**config.mk**
```make
export PLATFORM = sky130hd
export DESIGN_NAME = mrel_ram
export DESIGN_NICKNAME = d
export VERILOG_FILES = /design/src/hw/rtl/mrel_ram.sv
export SDC_FILE = /design/constraint.sdc
export NUM_CORES = 1
export LEC_CHECK = 0
export BUFFER_PORTS_ARGS = -buffer_cell sky130_fd_sc_hd__buf_2
export CORE_ASPECT_RATIO = 0.8
export CORE_MARGIN = 10
export CORE_UTILIZATION = 45
export CTS_CLUSTER_DIAMETER = 80
export DETAILED_ROUTE_END_ITERATION = 8
export PLACE_DENSITY = 0.72
export SYNTH_ARGS = -nofsm -noshare
export SYNTH_HDL_FRONTEND = slang
export SYNTH_SLANG_ARGS = --single-unit
```
**constraint.sdc**
```tcl
create_clock -name clock -period 2.5 [get_ports clock]
set_clock_uncertainty 0.15 [all_clocks]
set_input_delay 0.25 -clock clock [delete_from_list [all_inputs] [get_ports clock]]
set_output_delay 0.25 -clock clock [all_outputs]
set_load 0.02 [all_outputs]
```
**src/hw/rtl/mrel_ram.sv**
```systemverilog
module mrel_ram #(
   parameter int WIDTH = 8,
   parameter int DEPTH = 16
) (
   input  logic                     clock,
   input  logic                     wr_en,
   input  logic [$clog2(DEPTH)-1:0] wr_addr,
   input  logic [WIDTH-1:0]         wr_data,
   input  logic                     rd_en,
   input  logic [$clog2(DEPTH)-1:0] rd_addr,
   output logic [WIDTH-1:0]         rd_data
);
   logic [WIDTH-1:0] mem_ff [DEPTH];
   logic [WIDTH-1:0] rd_data_ff;

   always_ff @(posedge clock) begin
      if (wr_en) begin
         mem_ff[wr_addr] <= wr_data;
      end
      if (rd_en) begin
         rd_data_ff <= mem_ff[rd_addr];
      end
   end

   assign rd_data = rd_data_ff;
endmodule

```
==> metrics.md <==
| Metric | Value |
|---|---|
| Status | `complete, no violations` |
| Synthesized area | `5230 um2` |
| Clk slew on worst S/H paths | `0.06 ns` |
| Area growth, synth to finish | `18.9%` |
| First-pass GRT wire length | `roughly 16000 um` |
| Max-slew violation count | `0` |
| Max Buffers Root-to-Sink | `2` |
| Critical path arrival | `1.72 ns` |
| RD Place Congestion | `0.784` |
| Num Clock Sinks | `136` |
| Cell Rows | `35` |
| CTS resizes | `0` |
| DRT antenna net count | `0` |
| Clk Latency, worst-skew pair | `0.40 ns` |
| Period utilization | `0.687` |
| Pleak | `0.00210 uW` |
| RSZ-0062 raised after global routing | `false` |
| Fin. Hold Viols | `0` |
| Largest net degree at the start of global routing | `22` |
| WP buf/inv | `2` |
| Top delay family on crit path | `multiplexers` |
| Total CTS buffers | `17` |
| Die W | `between 100 and 150 um` |
| EDFF count, synth | `136` |
| Setup_tns | `0 ns` |
| Maxcap violations | `0` |
| Clk root buf | `clkbuf_16` |
| Ys Warns | `0` |
| Post-Syn Instances | `229` |
| GRT Residual Overflow | `0` |
| Fmax | `583 MHz` |
| Post-Syn Area per Cell | `22.8 um2` |
| Critical path's largest stage delay | `0.59 ns` |
| Worst EP required | `2.50 ns` |
| Port bufs | `26` |
| Max rail drop VDD | `438 uV` |
| Synth cell types | `18` |
| Critical path class | `in2reg` |
| Critical Path Slowest Stage Cell | `mux4_1` |
| Die area | `16400 um2` |
| Worst min path class | `in2reg` |
| Pwr per Cell Area | `between 800 and 900 nW/um2` |
| # fillers | `roughly 840` |
| Vias per cell | `5.59` |
| Nets | `300` |
| Residual DRC | `0` |
| Seq/Total Area, Yosys | `0.781` |
| Total number of vias | `2465` |
| Dominant synthesized flop cell | `edfxtp_1` |
| Vias in the first global route | `2611` |
| Initial antenna violation count | `0` |
| Min Tclk post-route | `1.72 ns` |
| Slew headroom | `0.477` |
| Starting Density | `0.457` |
| Final setup violation count | `0` |
| Share of cells above drive strength 1 | `0.300` |
| Die height | `116 um` |
| Syn nets | `about 250` |
| TritonRoute pass-1 iters | `4` |
| Crit-path cells | `buf_2 -> buf_12 -> mux4_1 -> a22oi_1 -> nand2_1` |
| Iter 0 DRT Violations | `291` |
| Final wirelength | `a little over 10000 um` |
| Core area | `roughly 11000 um2` |
| Routed len/inst | `approximately 23 um` |
| Inst Count DP | `410` |
| H-tree depth | `4` |
| Count of hold-fix buffers inserted at cts | `0` |
| Ys async rst share | `0` |
| DP Wirelength | `6670 um` |
| Post-Layout Cell Count | `about 440` |
| Critical path fanouts, max | `14` |
| Ports | `27` |
| Global Route Usage Sum | `0.135` |
| Startpoint types | `primary input` |
| CTS tree | `done` |
| Postcts setup bufs | `0` |
| Number of synthesized register bits | `around 140` |
| Slew @ Worst Pin | `0.782 ns` |
| Diodes inserted | `0` |
| Crit. End Element | `flip-flop` |
sequential cells by signal, summed over array words and instances, names as in the netlist:
register	cells
rd_data	8
mem_ff	128
cell usage in the layout, fill, tap and decap left out, types with 3 or more instances in the layout:
master	n
buf_12	3
buf_4	14
mux4_2	18
mux4_1	14
buf_2	26
edfxtp_1	136
a22oi_1	16
bufinv_16	4
clkbuf_16	17
nand2_1	9
clkinv_2	4
nor2_1	13
clkbuf_1	3
nor3_1	4
path summary, 6_finish.rpt:
path | start | to | slack [ns] | cells after the start
setup / recovery | rd_addr[0] | rd_data[0]$_DFFE_PP_ | 0.78 | 5
hold / removal | rd_en | rd_data[3]$_DFFE_PP_ | 0.05 | 1
setup reg to reg | mem_ff[5][0]$_DFFE_PP_ | rd_data[0]$_DFFE_PP_ | 0.84 | 3
hold reg to reg | mem_ff[0][3]$_DFFE_PP_ | rd_data[3]$_DFFE_PP_ | 0.61 | 3
cell type report:
type,instances,area [um2],share of cell area
Sequential cell,136,4080,0.657
Multi-Input combinational cell,83,1060,0.170
Clock buffer,20,437,0.0703
Timing Repair Buffer,43,295,0.0475
Tap cell,148,185,0.0298
Clock inverter,11,155,0.0250
logic make-up after synthesis:
| kind of cell | count (synthesis) | share of synthesized area |
|---|---|---|
| multiplexers | 32 | 0.148 |
| flip-flops | 136 | 0.781 |
| AO/OA/AOI/OAI | 16 | 0.0230 |
| buffers and inverters | 10 | 0.0165 |
| AND/OR/NAND/NOR | 35 | 0.0314 |
where the power goes:
part / internal (uW) / switching, uW / total, uW
logic: 102 / 154 / 257
registers: 2570 / 13.0 / 2580
clock network: 1650 / 837 / 2480
synthesized netlist by cell type (2+ instances only):
library cell	count	area [um2]
clkdlybuf4s25_2	3	30.0
buf_2	3	15.0
mux4_1	14	368
edfxtp_1	136	4080
nor3_1	4	20.0
nand2_1	9	33.8
nand3b_1	2	15.0
a22oi_1	16	120
mux4_2	18	405
buf_6	3	33.8
nor2_1	13	48.8
nand2b_1	2	12.5
through the flow:
step | hold WS (ns) | power (uW) | area (um2) | utilization | setup slack (ns)
2_1_floorplan | 0.199 | 2770 | 5230 | - | 0.607
3_3_place_gp | 0.461 | 2880 | 5620 | 0.492 | 0.355
3_5_place_dp | 0.467 | 2890 | 5620 | 0.492 | 0.345
4_1_cts | 0.0344 | 5370 | 6210 | 0.544 | 0.773
5_1_grt | 0.0457 | 5510 | 6210 | 0.544 | 0.705
6_report | 0.0547 | 5320 | 6210 | 0.544 | 0.784
metal layers:
metal  wire length, um  GRT usage  vias up
li1                  -          -     1089
met2              4690      0.192       90
met1              4730      0.183     1280
met3               816     0.0557        6
met4                42     0.0474        0
met5                 0          0        -
Note: power is estimated with default switching activity, not from simulation.
